**src/rtl/cbs_pkg.sv**
```systemverilog
// shared types, codes and spline tables of the cubic b-spline sampler
package cbs_pkg;

    localparam int MAX_ROWS_DEF = 256;
    localparam int MAX_COLS_DEF = 256;
    // span for tap coordinate and image size compares, holds 4096
    localparam int CRD_W = 13;
    localparam int QUEUE_DEPTH = 2;

    typedef enum logic [1:0] {
        ACT_WRITE  = 2'd0,
        ACT_VALUE  = 2'd1,
        ACT_GRAD_X = 2'd2,
        ACT_GRAD_Y = 2'd3
    } action_t;

    localparam logic CFG_HEIGHT = 1'b0;
    localparam logic CFG_WIDTH  = 1'b1;

    typedef struct packed {
        action_t            action;
        logic [7:0]         pixel_row;
        logic [7:0]         pixel_col;
        logic signed [15:0] pixel_value;
        logic signed [8:0]  cr;
        logic signed [8:0]  fr;
        logic signed [8:0]  cc;
        logic signed [8:0]  fc;
    } cmd_t;

    typedef enum logic [1:0] {
        BK_IDLE,
        BK_TAPS,
        BK_FLUSH
    } bk_state_t;

    typedef logic [15:0] spl_tab_t [256];

    // q16 spline weight for |d| in 0..255 (hi = 0) or 256..511 (hi = 1)
    function automatic spl_tab_t build_spl(input logic hi);
        spl_tab_t t;
        longint   a;
        longint   w;
        for (int i = 0; i < 256; i++)
        begin
            a = hi ? longint'(i + 256) : longint'(i);
            if (!hi)
                w = 3 * a * a * a - 1536 * a * a + (longint'(4) << 24);
            else
                w = (512 - a) * (512 - a) * (512 - a);
            t[i] = 16'((w + 768) / 1536);
        end
        return t;
    endfunction

endpackage

```
**src/rtl/cbs_cmd_fifo.sv**
```systemverilog
// short request queue between front end and back end
module cbs_cmd_fifo
    import cbs_pkg::*;
#(
    parameter int DEPTH = QUEUE_DEPTH
)
(
    input  logic clk,
    input  logic rst_n,
    input  logic push,
    input  cmd_t push_cmd,
    input  logic pop,
    output cmd_t head,
    output logic full,
    output logic empty
);

    localparam int PW = (DEPTH > 1) ? $clog2(DEPTH) : 1;
    localparam int NW = $clog2(DEPTH + 1);

    cmd_t          slot_reg [DEPTH];
    logic [PW-1:0] wp_reg;
    logic [PW-1:0] wp_next;
    logic [PW-1:0] rp_reg;
    logic [PW-1:0] rp_next;
    logic [NW-1:0] cnt_reg;
    logic [NW-1:0] cnt_next;

    assign full  = (cnt_reg == NW'(DEPTH));
    assign empty = (cnt_reg == '0);
    assign head  = slot_reg[rp_reg];

    always_comb
    begin
        wp_next  = wp_reg;
        rp_next  = rp_reg;
        cnt_next = cnt_reg;
        if (push)
            wp_next = (wp_reg == PW'(DEPTH - 1)) ? '0 : wp_reg + 1'b1;
        if (pop)
            rp_next = (rp_reg == PW'(DEPTH - 1)) ? '0 : rp_reg + 1'b1;
        if (push && !pop)
            cnt_next = cnt_reg + 1'b1;
        else if (pop && !push)
            cnt_next = cnt_reg - 1'b1;
    end

    always_ff @(posedge clk or negedge rst_n)
    begin
        if (!rst_n)
        begin
            wp_reg  <= '0;
            rp_reg  <= '0;
            cnt_reg <= '0;
        end
        else
        begin
            wp_reg  <= wp_next;
            rp_reg  <= rp_next;
            cnt_reg <= cnt_next;
        end
    end

    always_ff @(posedge clk)
    begin
        if (push)
            slot_reg[wp_reg] <= push_cmd;
    end

endmodule

```
**config.mk**
```make
export PLATFORM = sky130hd
export DESIGN_NAME = cbs_cmd_fifo
export DESIGN_NICKNAME = d
export VERILOG_FILES = /design/src/rtl/cbs_pkg.sv /design/src/rtl/cbs_cmd_fifo.sv
export SDC_FILE = /design/constraint.sdc
export NUM_CORES = 1
export LEC_CHECK = 0
export ABC_AREA = 1
export BUFFER_PORTS_ARGS = -buffer_cell sky130_fd_sc_hd__buf_2
export CELL_PAD_IN_SITES_DETAIL_PLACEMENT = 1
export CELL_PAD_IN_SITES_GLOBAL_PLACEMENT = 1
export CORE_ASPECT_RATIO = 2
export CORE_MARGIN = 3
export CORE_UTILIZATION = 45
export DETAILED_ROUTE_END_ITERATION = 7
export GPL_ROUTABILITY_DRIVEN = 0
export PLACE_DENSITY_LB_ADDON = 0.1
export SETUP_SLACK_MARGIN = 0.4
export SYNTH_ARGS = -nofsm -noshare
export SYNTH_HDL_FRONTEND = slang
export SYNTH_SLANG_ARGS = --single-unit
```
**constraint.sdc**
```tcl
create_clock -name clk -period 5.2 [get_ports clk]
set_input_delay 1.04 -clock clk [delete_from_list [all_inputs] [get_ports clk]]
set_output_delay 1.04 -clock clk [all_outputs]
set_load 0.01 [all_outputs]
```
# Word-level counts from Yosys, hierarchy flattened
# Memory sizes are Yosys's and may differ from the RTL's.
# Index checks and enable logic that the tools add are counted.
[classes] n_addsub=4 eq_ne=1 muxes=6 reduce_logical=6
[op_table] op="2-to-1 mux 1 bit" count=4
[op_table] op="2-to-1 mux 2 bit" count=2
[op_table] op="adder 1 bit (second input constant)" count=2
[op_table] op="adder 2 x 1 -> 2 bit (second input constant)" count=1
[op_table] op="== test 2 bit (second input constant)" count=1
[op_table] op="logical AND 1 bit" count=2
[op_table] op="logical NOT 1 bit" count=2
[op_table] op="logical NOT 2 bit" count=1
[op_table] op="nonzero test 2 bit" count=1
[op_table] op="subtractor 2 x 1 -> 2 bit (second input constant)" count=1
[totals] reg_bits=4 mem_bits_rw=140 output_inout_bits=72 word_cells=21 mem_count=1
[memory_table] memory="slot_reg" words=2 word_bits=70 read_ports=1 rd_ports_with_merged_regs=0 write_ports=1 line_no="cbs_cmd_fifo.sv:21" text="cmd_t slot_reg [DEPTH];"

# Depth between registers and ports, before layout
[logic_depth] depth_word=4 depth_mapped=7 depth_no_buf=7

# Worst setup path before layout
# No wires, ideal clock.
[synth_timing] kind="input to register" startpoint="input port push" endpoint="memory slot_reg[0][0] (netlist name) (enable)" setup_ns=0.500 t_arrival_ns=4.014 required_ns=4.700 path_slack_ns=0.685 stages=2 cell_sequence="inv_1 nor2_1"
[synth_via] elab_chain_len=2
[synth_lines] item="from (decl)" line_no="cbs_cmd_fifo.sv:10" text="input logic push,"
[synth_lines] item="2-to-1 mux 1 bit" line_no="cbs_cmd_fifo.sv:66" text="if (push)"
[synth_lines] item="2-to-1 mux 1 bit (implied by the code)" line_no="cbs_cmd_fifo.sv:67" text="slot_reg[wp_reg] <= push_cmd;"
[synth_lines] item="to (decl)" line_no="cbs_cmd_fifo.sv:21"
# Every way passes these cells.

==> results.json <==
{
  "rows": 57,
  "skew_ns": 0.00617,
  "pwr-share-seq_pct": 44.1,
  "ios": 146,
  "port-buffer-count": 145,
  "wl_mm": 11.1,
  "cts-root-buf": "clkbuf_16",
  "fmax_ghz": 0.282,
  "ys_top_cells_by_count": "140 x edfxtp_1, 69 x mux2_4, 7 x buf_12, 7 x inv_1, 5 x nand2_1",
  "worstPathRequired_ns": 4.16,
  "cts_hold_buf": 0,
  "irDropWorstVdd_mv": 0.347,
  "setup_violations": 0,
  "start_kind": "flip-flop",
  "cap_violations": 0,
  "place_hpwl_mm": 7.67,
  "initial_utilization_pct": 46.0,
  "ant_nets": 0,
  "ys_ff_latch": 144,
  "antenna_cells": 0,
  "wl_per_cell_um": 19.6,
  "grt_pass1_wl_mm": 16.5,
  "vias": 2757,
  "yosysTopAreaCellShare_pct": 74.9,
  "numCtsBuffers": 17,
  "crit_type": "flip-flop to output port",
  "timing.final.crit_period_ns": 3.54,
  "synth_fp_nets": 318,
  "synth_edf_count": 140,
  "rsz0062_at_grt": "no",
  "synth.most_common_cell": "edfxtp_1",
  "overflow": 0,
  "max-slew-margin-rel_pct": 32.0,
  "die_x_um": 84.9,
  "endpoint_kind": "output port",
  "fin_crit_sh_pct": 68.1,
  "die-area_um2": 13900,
  "track_usage_pct": 16.4,
  "synth_area_leaders": "edfxtp_1 75%, mux2_4 18%, buf_12 2.5%",
  "antenna_found_initial": 0,
  "status": "complete, no violations",
  "yosysTopAreaCell": "edfxtp_1",
  "combPwrFrac_pct": 27.1,
  "cellLeakagePower_nw": 2.87,
  "syn2layout_area_growth_pct": 24.3,
  "total_power_mw": 3.93,
  "async_flop_share_pct": 2.78,
  "min_path_type": "input pin to async pin",
  "syn_inst": 243,
  "drtIter0Drc": 107,
  "synthAdderAreaFrac_pct": 0.223,
  "ys_warn_count": 0,
  "synthSimpleGateAreaFrac_pct": 0.736,
  "drive_gt1_share_pct": 60.8,
  "worstSkewPairLatency_ns": 0.41,
  "seqCellArea_um2": 4310,
  "cts_tree": "done",
  "power_density_nw_per_um2": 564,
  "fillCellCount": 1141,
  "clock_path_buffers": 2,
  "multiInputGateArea_um2": 1130,
  "core_area_um2": 12200,
  "firstDrtPassIters": 4,
  "cp_max_fo": 53,
  "synth_compound_area_share_pct": 0,
  "p_int_mw": 2.80,
  "synth_top_family_by_area": "multiplexers",
  "pwr-share-clk_pct": 28.8,
  "grt_max_degree": 54,
  "synth_xor_area_share_pct": 0.468,
  "worstMarginPinSlew_ns": 1.02,
  "synth.distinct_cells": 14,
  "num-nets-final": 478,
  "p_sw_share_pct": 28.7,
  "cts_setup_buffers": 0,
  "h-tree-depth": 4,
  "finalSetupTns_ns": 0,
  "cts_resized": 0,
  "clock-sinks": 144,
  "slew_viol_final": 0,
  "hold_violations": 0,
  "syn_area_per_cell_um2": 23.1,
  "grt_pass1_vias": 3101,
  "drc": 0,
  "crit_arrival_ns": 2.50,
  "synth_ff_type": "edfxtp_1",
  "largest_reg_flops": 140,
  "cts.clk_slew.worst_paths_ns": 0.06,
  "viasPerCell": 4.90,
  "post-route-util_pct": 57.2,
  "synthMuxAreaShare_pct": 18.7,
  "p_switching_mw": 1.13,
  "seq_area_frac_synth_pct": 76.7,
  "dieHeight_um": 164,
  "syn-cell-area_um2": 5610
}
layout make-up:
cell class / instances / area share [%]
Timing Repair Buffer: 149 / 10.8
Clock inverter: 15 / 1.96
Tap cell: 147 / 2.64
Clock buffer: 17 / 6.10
Inverter: 7 / 0.395
Multi-Input combinational cell: 84 / 16.3
Sequential cell: 144 / 61.8
cells by family (layout without fill, tap and decap cells):
logic type	after synthesis	in the layout
mux	70	70
fa+ha+maj	1	1
flops	144	144
xor+xnor	3	3
simple gates	10	10
buf+inv	15	188
metrics by stage:
step / hold slack (ns) / cell area (um2) / cells / setup WS (ns)
after floorplan: 0.463 / 5610 / 243 / 0.685
after global placement: 0.480 / 6410 / 531 / 2.12
after CTS: 0.402 / 6970 / 563 / 1.62
after global routing: 0.409 / 6970 / 563 / 1.51
final: 0.427 / 6970 / 563 / 1.66
after detailed placement: 0.526 / 6410 / 531 / 2.08
critical path, cell delays in order, from the launching register on:
cell	delay, ns
dfrtp_4	1.09
buf_4	0.48
mux2_4	0.34
buf_2	0.14
power groups by stage:
| stage | clock [mW] | combinational [mW] | sequential, mW |
|---|---|---|---|
| floorplan | 0 | 0.926 | 1.63 |
| global placement | 0 | 1.07 | 1.75 |
| detailed placement | 0 | 1.09 | 1.77 |
| CTS | 1.17 | 1.10 | 1.74 |
| global route | 1.21 | 1.15 | 1.77 |
| finish | 1.13 | 1.07 | 1.73 |
layer usage:
metal	part of all wire [%]	global-route usage, %	vias up	wire, um
met5	0	0	-	0
met4	3.0	8.57	0	329
met3	5.3	6.02	19	590
met2	58	29.6	111	6450
met1	33	15.8	1357	3690
li1	-	-	1270	-
cell usage in the layout, fill, tap and decap left out:
master      synthesis  layout
xor2_1              2       2
nand2_1             5       5
buf_2               0     145
clkinvlp_4          0       3
clkinv_1            0       1
nand4_1             1       1
mux2_4             69      69
nor2_4              0       1
dfrtp_1             4       3
nand3_1             1       1
dfrtp_4             0       1
clkbuf_16           0      17
xnor2_1             1       1
edfxtp_1          140     140
bufinv_16           0       1
clkinv_4            0       4
buf_4               0       4
mux2_2              1       1
inv_6               0       4
ha_1                1       1
inv_1               7       6
nor2_1              3       2
clkinv_2            0       3
worst paths after layout:
check	cells past startpoint	from	slack [ns]	end
max reg2reg	3	wp_reg	3.35	slot_reg[1][2]
min reg2reg	2	cnt_reg[1]	0.53	cnt_reg[1]
min	1	rst_n	0.43	cnt_reg[1]
max	3	rp_reg	1.66	head[54]
min in group clk	2	cnt_reg[1]	0.53	cnt_reg[1]
max in group asynchronous	1	rst_n	4.63	rp_reg
Note: power is estimated with default switching activity, not from simulation.
