$ cat src/rtl/cbs_pkg.sv
// shared types, codes and spline tables of the cubic b-spline sampler
package cbs_pkg;

    localparam int MAX_ROWS_DEF = 256;
    localparam int MAX_COLS_DEF = 256;
    // span for tap coordinate and image size compares, holds 4096
    localparam int CRD_W = 13;
    localparam int QUEUE_DEPTH = 2;

    typedef enum logic [1:0] {
        ACT_WRITE  = 2'd0,
        ACT_VALUE  = 2'd1,
        ACT_GRAD_X = 2'd2,
        ACT_GRAD_Y = 2'd3
    } action_t;

    localparam logic CFG_HEIGHT = 1'b0;
    localparam logic CFG_WIDTH  = 1'b1;

    typedef struct packed {
        action_t            action;
        logic [7:0]         pixel_row;
        logic [7:0]         pixel_col;
        logic signed [15:0] pixel_value;
        logic signed [8:0]  cr;
        logic signed [8:0]  fr;
        logic signed [8:0]  cc;
        logic signed [8:0]  fc;
    } cmd_t;

    typedef enum logic [1:0] {
        BK_IDLE,
        BK_TAPS,
        BK_FLUSH
    } bk_state_t;

    typedef logic [15:0] spl_tab_t [256];

    // q16 spline weight for |d| in 0..255 (hi = 0) or 256..511 (hi = 1)
    function automatic spl_tab_t build_spl(input logic hi);
        spl_tab_t t;
        longint   a;
        longint   w;
        for (int i = 0; i < 256; i++)
        begin
            a = hi ? longint'(i + 256) : longint'(i);
            if (!hi)
                w = 3 * a * a * a - 1536 * a * a + (longint'(4) << 24);
            else
                w = (512 - a) * (512 - a) * (512 - a);
            t[i] = 16'((w + 768) / 1536);
        end
        return t;
    endfunction

endpackage

$ cat src/rtl/cbs_front.sv
// front end: decodes a request and splits the query coordinates
module cbs_front
    import cbs_pkg::*;
(
    input  logic [1:0]         action,
    input  logic [7:0]         pixel_row,
    input  logic [7:0]         pixel_col,
    input  logic signed [15:0] pixel_value,
    input  logic signed [16:0] query_row,
    input  logic signed [16:0] query_col,
    output cmd_t               cmd
);

    // truncate toward zero: floor, then step up for a negative value with a fraction
    function automatic logic [17:0] split(input logic signed [16:0] q);
        logic              adj;
        logic signed [8:0] c;
        logic signed [8:0] f;
        adj = q[16] && (q[7:0] != 8'd0);
        c   = $signed(q[16:8]) + $signed({8'd0, adj});
        f   = adj ? $signed({1'b1, q[7:0]}) : $signed({1'b0, q[7:0]});
        return {c, f};
    endfunction

    logic [17:0] row_split;
    logic [17:0] col_split;

    assign row_split = split(query_row);
    assign col_split = split(query_col);

    always_comb
    begin
        cmd.action      = action_t'(action);
        cmd.pixel_row   = pixel_row;
        cmd.pixel_col   = pixel_col;
        cmd.pixel_value = pixel_value;
        cmd.cr          = $signed(row_split[17:9]);
        cmd.fr          = $signed(row_split[8:0]);
        cmd.cc          = $signed(col_split[17:9]);
        cmd.fc          = $signed(col_split[8:0]);
    end

endmodule

$ cat config.mk
export PLATFORM = sky130hd
export DESIGN_NAME = cbs_front
export DESIGN_NICKNAME = d
export VERILOG_FILES = /design/src/rtl/cbs_pkg.sv /design/src/rtl/cbs_front.sv
export SDC_FILE = /design/constraint.sdc
export NUM_CORES = 1
export LEC_CHECK = 0
export BUFFER_PORTS_ARGS = -buffer_cell sky130_fd_sc_hd__buf_2
export CORE_UTILIZATION = 24
export DETAILED_ROUTE_END_ITERATION = 12
export PLACE_DENSITY = 0.87
export SYNTH_ARGS = -nofsm -noshare
export SYNTH_HDL_FRONTEND = slang
export SYNTH_SLANG_ARGS = --single-unit
$ cat constraint.sdc
create_clock -name vclk -period 1.2
set_input_delay 0.06 -clock vclk [all_inputs]
set_output_delay 0.06 -clock vclk [all_outputs]
set_load 0.02 [all_outputs]
* Yosys cells after proc, flatten, opt, wreduce, memory -nomap -nowiden
Cells that the tools add are included.
Storage, ports and cells: register bits 0, logic and storage cells 8, bits of input ports 68, output and inout bits 70
Cells by class: mux-type cells 2, add/subtract/negate cells 2, reduce and logical (&&, ||, !) cells 4
Operator list (number):
- 9-bit by 2-bit adder with 9-bit output | 2
- 9-bit 2-to-1 mux | 2
- 8-bit nonzero test | 2
- 1-bit logical AND | 2

* Longest topological paths before layout
Gate-level depths: netlist (run 1).
depth in word-level cells 3, depth in mapped cells 7, depth with buffers taken out 7

* Worst setup path after synthesis (run 1)
Ideal clock, no wire load.
path type input to output, start point input query_col[5], end point output cmd[17] in the netlist's numbering, arrival 1.843 ns, data required time 1.140 ns, stages on the path 7, setup slack -0.703 ns, path buffers 0, cell sequence nor4_1 -> a21boi_0 -> ha_1 -> ha_1 -> nand3_2 -> nor3_2 -> xor2_1
RTL lines:
- start: declaration | RTL line cbs_front.sv:10 | input logic signed [16:0] query_col,
- end: declaration | RTL line cbs_front.sv:11 | output cmd_t cmd

==> flow_summary.toml, run 1 <==
[final_layout]
drive_gt1_share_pct = 89.3
final.clkbuf_count = 0
n_antenna_cell = 0
finish.instance_area_mm2 = 0.00119
seqCellArea_um2 = 0
seq_cell_count = 0
nets = 196
area_delta_synth_final_pct = 69.7

[placed_design]
dp_slack_ps = -284
gp_congestion = 0.706
placed_cell_area_um2 = 982
hpwlAfterDp_um = 1690
place.port_buffers = 70

[critical_path]
cp_max_fo = 3
critical_path_class = "in -> out"
crit_path_cell_trace = "buf_8 > nor4_4 > a21boi_2 > ha_4 > ha_4 > nand3_4 > nor3_4 > xor2_2 > buf_4"
slowest_delay_ps = 270
endpoint_kind = "output pin"
cp_slowest_cell = "nor4_4"
crit_arrival_ps = 1340
crit_required_ps = 1140
crit_top_cell = "ha_4"
cp-start-kind = "input port"

[yosys]
synth.cells.most_frequent = "buf_4, xnor2_1, xor2_1"
synth_top_area_cell = "buf_4"
yosysUniqueCellTypes = 14
yosysMostFrequentCell = "buf_4"
syn-cell-area_um2 = 702
syn_inst = 94
yosysWarnings = 0
ys_seq_area_share_pct = 0
syn-mean-instance-area_um2 = 7.47
synth_top_area_share_pct = 53.5
syn_nets = 166
synth_area_leaders = "buf_4, xnor2_1, xor2_1"

[sta]
period_share_pct = 117
slew_violations = 0
period_minus_slack_ps = 1400
hold_viol = 0
slew_headroom_pct = 85.6
rsz0062_at_grt = "true"
tightest_slew_ps = 215
clock.fmax_mhz = 714
setup_ws_ps = -201
setup_violations = 12

[route]
drcViolationCount = 0
first_iter_violations = 13
num_vias = 696
wirelength_um = 2050
wl_per_cell_um = 13.4
drtAntennaViolNets = 0
via_per_inst = 4.55
firstDrtPassIters = 3

[floorplan]
start_util_pct = 25.5
rows = 19
core_mm2 = 0.00276
die_w_um = 56.1
ios = 138
die_h_um = 56.1
dieArea_mm2 = 0.00314

[global_routing]
grt_pass1_wl_um = 3080
grt_max_degree = 5
grt_pass1_vias = 722
grtUsageTotal_pct = 12.0
grt_antenna_before_repair = 0
grt.overflow.total = 0

[clock_tree]
cts_hold_buf = 0

[worst_hold_path]
hold_end = "cmd[52]"
min_from = "pixel_col[0]"
hp-class = "in -> out"
hold_depth = 0

[pwr]
leakagePower_nw = 0.559
power.total_uw = 474
peakVddDrop_uv = 295
power_density_mw_per_mm2 = 398

[status]
outcome = "finished with violations"
violations = "setup timing"

[job]
cap_viol_max_count = 0
[final cells by class]
cell class,count,area (um^2)
multi-input combinational,42,586
inverter,2,7.51
tap,31,38.8
fill,261,1570
timing repair buffer,78,559
[per-stage QoR]
step / cells / utilization, % / hold WS, ps / TNS (ps)
2_1_floorplan: 94 / - / 186 / -1080
3_3_place_gp: 153 / 35.6 / 120 / -2670
3_5_place_dp: 153 / 35.6 / 120 / -2910
4_1_cts: 153 / 41.1 / 120 / -1910
5_1_grt: 153 / 43.2 / 120 / -2510
6_report: 153 / 43.2 / 120 / -1620
[layout by cell type, fill, tap and decap left out]
cell type  synthesis  layout
buf_2              0      39
buf_4             50      21
buf_6              0      17
xor2_2             0       6
nor4_4             0       4
ha_4               0       4
nand2_1            4       3
xnor2_1            7       3
xnor2_2            0       3
a21boi_2           0       2
nand3_4            0       2
nor2_4             0       2
nand3_1            3       2
nand4_1            2       2
inv_1              2       2
nor3_4             0       2
nor2_2             0       2
and4_4             0       1
nand2_4            0       1
xnor2_4            0       1
xor2_1             7       1
nand3_2            2       1
buf_8              0       1
[how the worst max path moves through the flow]
stage,start,endpoint
finish,query_col[0],cmd[17]
floorplan,query_row[7],cmd[35]
global placement,query_col[3],cmd[15]
global route,query_col[0],cmd[17]
detailed placement,query_row[5],cmd[33]
CTS,query_col[0],cmd[17]
[report_power, final]
part	leakage, nW	switching [mW]	internal (mW)
clock network	0	0	0
logic	0.559	0.246	0.228
registers	0	0	0
total	0.559	0.246	0.228
[worst max-delay path: cells and delay by family]
family | cells | cell delay, ps
and+or+nand+nor | 3 | 420
adders and majority gates | 2 | 350
buffers and inverters | 2 | 260
xor gates and xnor gates | 1 | 130
AOI/OAI and AO/OA | 1 | 110
[layer usage]
metal  part of all wire [%]  vias to the layer above  global-route usage [%]  routed length [um]
met3                     11                       20                    1.86                 227
li1                       -                      310                       -                   -
met5                      0                        -                       0                   0
met2                     58                       60                    26.2                1190
met1                     25                      306                    9.19                 519
met4                    5.8                        0                    7.32                 120
[timing repair]
| item | CTS | global route |
|---|---|---|
| cloned | 0 | 0 |
| pin swaps | 24 | 3 |
| setup buffers | 0 | 0 |
| gates resized for setup | 40 | 13 |
| endpoints found under the setup margin | 16 | 16 |
[kinds of logic after synthesis]
logic type / share of synthesized area [%]
buf+inv: 54.5
simple gates: 18.7
xor+xnor: 17.5
fa+ha+maj: 7.13
compound gates: 2.14
(Power assumes the default switching activity.)
==> inputs of run 2 (changes only) <==
- CORE_MARGIN: unset -> 3
==> run 2 against run 1 <==
The run still ends with setup timing left. Maximum frequency shrank 2.5%. Setup slack lost 36 ps. Global-route usage shrank 2.2 points. Critical path type unchanged. Combinational power grew 4%. Via count grew 2.2%. Sequential share of layout area is the same. Design area grew 4.6%. Count of clock-buffer cells in the layout is the same. Total power grew 4.0%. Critical endpoint is now cmd[15]. Die area grew 15%. Largest cell class is now non-clock buffers. Utilization grew 4.1 points. Critical path depth is the same.
==> flow_summary.toml, run 2 (synthesis gave the netlist of run 1 again) <==
[status]
outcome = "finished with violations"
violations = "setup timing"

[sta]
slew_violations = 0
period_minus_slack_ps = 1440
setup_violations = 13
hold_viol = 0
tightest_slew_ps = 221
period_share_pct = 120
rsz0062_at_grt = "true"
slew_headroom_pct = 85.2
holdWs_ps = 120
setup_ws_ps = -237
clock.fmax_mhz = 696

[critical_path]
crit_path_cell_trace = "buf_8 > nor4_4 > a21boi_2 > ha_2 > ha_4 > nand3_4 > nor2_4 > xor2_2 > buf_6"
cp_max_fo = 3
cp-start-kind = "input port"
critical_path_class = "in -> out"
slowest_delay_ps = 280
crit_arrival_ps = 1380
cp_slowest_cell = "nor4_4"
cpLargestDelayFamily = "simple AND/OR/NAND/NOR gates"
critPathBufInv = 2
crit_required_ps = 1140
endpoint_kind = "output pin"

[placed_design]
gp_congestion = 0.592
place.port_buffers = 70
placed_cell_area_mm2 = 0.00102
hpwlAfterDp_um = 1720
dp_slack_ps = -271

[final_layout]
seqCellArea_um2 = 0
multi_input_area_um2 = 576
final.clkbuf_count = 0
nets = 202
area_delta_synth_final_pct = 77.5
finish.instance_area_mm2 = 0.00125
n_antenna_cell = 0
layout_common_cells = "buf_2, buf_4, buf_6"
fillers = 249
seq_cell_count = 0
layout_commonest_cell = "buf_2"
drive_gt1_share_pct = 89.1

[floorplan]
die_h_um = 60.1
rows = 18
die_w_um = 60.1
start_util_pct = 26.6
ios = 138
core_mm2 = 0.00264
dieArea_mm2 = 0.00361

[pwr]
leakagePower_nw = 0.589
netSwitchingFraction_pct = 50.7
p_int_uw = 243
power_frac_comb_pct = 100.0
switching_power_uw = 250
peakVddDrop_uv = 280
seqPwrFrac_pct = 0
clkPwrFrac_pct = 0
power_density_mw_per_mm2 = 396

[route]
wirelength_um = 2170
num_vias = 711
drtAntennaViolNets = 0
first_iter_violations = 6
drcViolationCount = 0
via_per_inst = 4.50
wl_per_cell_um = 13.7
firstDrtPassIters = 4

[clock_tree]
cts_hold_buf = 0

[global_routing]
grt.overflow.total = 0
grtUsageTotal_pct = 9.80
grt_pass1_vias = 679
grt_pass1_wl_um = 2840
grt_max_degree = 5
grt_antenna_before_repair = 0

[worst_hold_path]
hp-class = "in -> out"

[job]
cap_viol_max_count = 0
[run 2: routing by layer]
layer,track usage (%),wire length [um],up-vias,part of all wire (%)
met5,0,0,-,0
met4,2.53,44,0,2.0
met3,2.59,277,14,13
met2,20.7,1250,62,57
met1,8.79,604,307,28
li1,-,-,328,-
[run 2: final cells by class]
type                            instances  share of cell area, %
Multi-Input combinational cell         42                   46.2
Timing Repair Buffer                   84                   50.2
Tap cell                               30                   3.01
Inverter                                2                  0.602
[run 2: stage by stage]
stage / setup TNS (ps) / instances / util (%) / power, mW
4_1_cts: -2000 / 157 / 44.4 / 0.462
3_3_place_gp: -2670 / 157 / 38.7 / 0.399
6_report: -2150 / 158 / 47.3 / 0.493
2_1_floorplan: -1080 / 94 / - / 0.405
5_1_grt: -3030 / 158 / 47.3 / 0.525
3_5_place_dp: -2770 / 157 / 38.7 / 0.400
[run 2: final timing paths]
check,from,endpoint,slack [ps],depth (start not counted)
worst min-delay path,pixel_value[15],cmd[51],120,0
worst max-delay path,query_col[0],cmd[15],-240,9
[run 2: power groups by stage]
stage	Clock, mW	Sequential, mW	Combinational (mW)
global placement	0	0	0.399
finish	0	0	0.493
CTS	0	0	0.462
global route	0	0	0.525
floorplan	0	0	0.405
detailed placement	0	0	0.400
[run 2: what timing repair did]
action	4_1_cts	5_1_grt
setup buffers	0	1
endpoints found under the hold margin	0	0
endpoints found under the setup margin	16	16
gates resized for setup	45	14
pin swaps	22	13
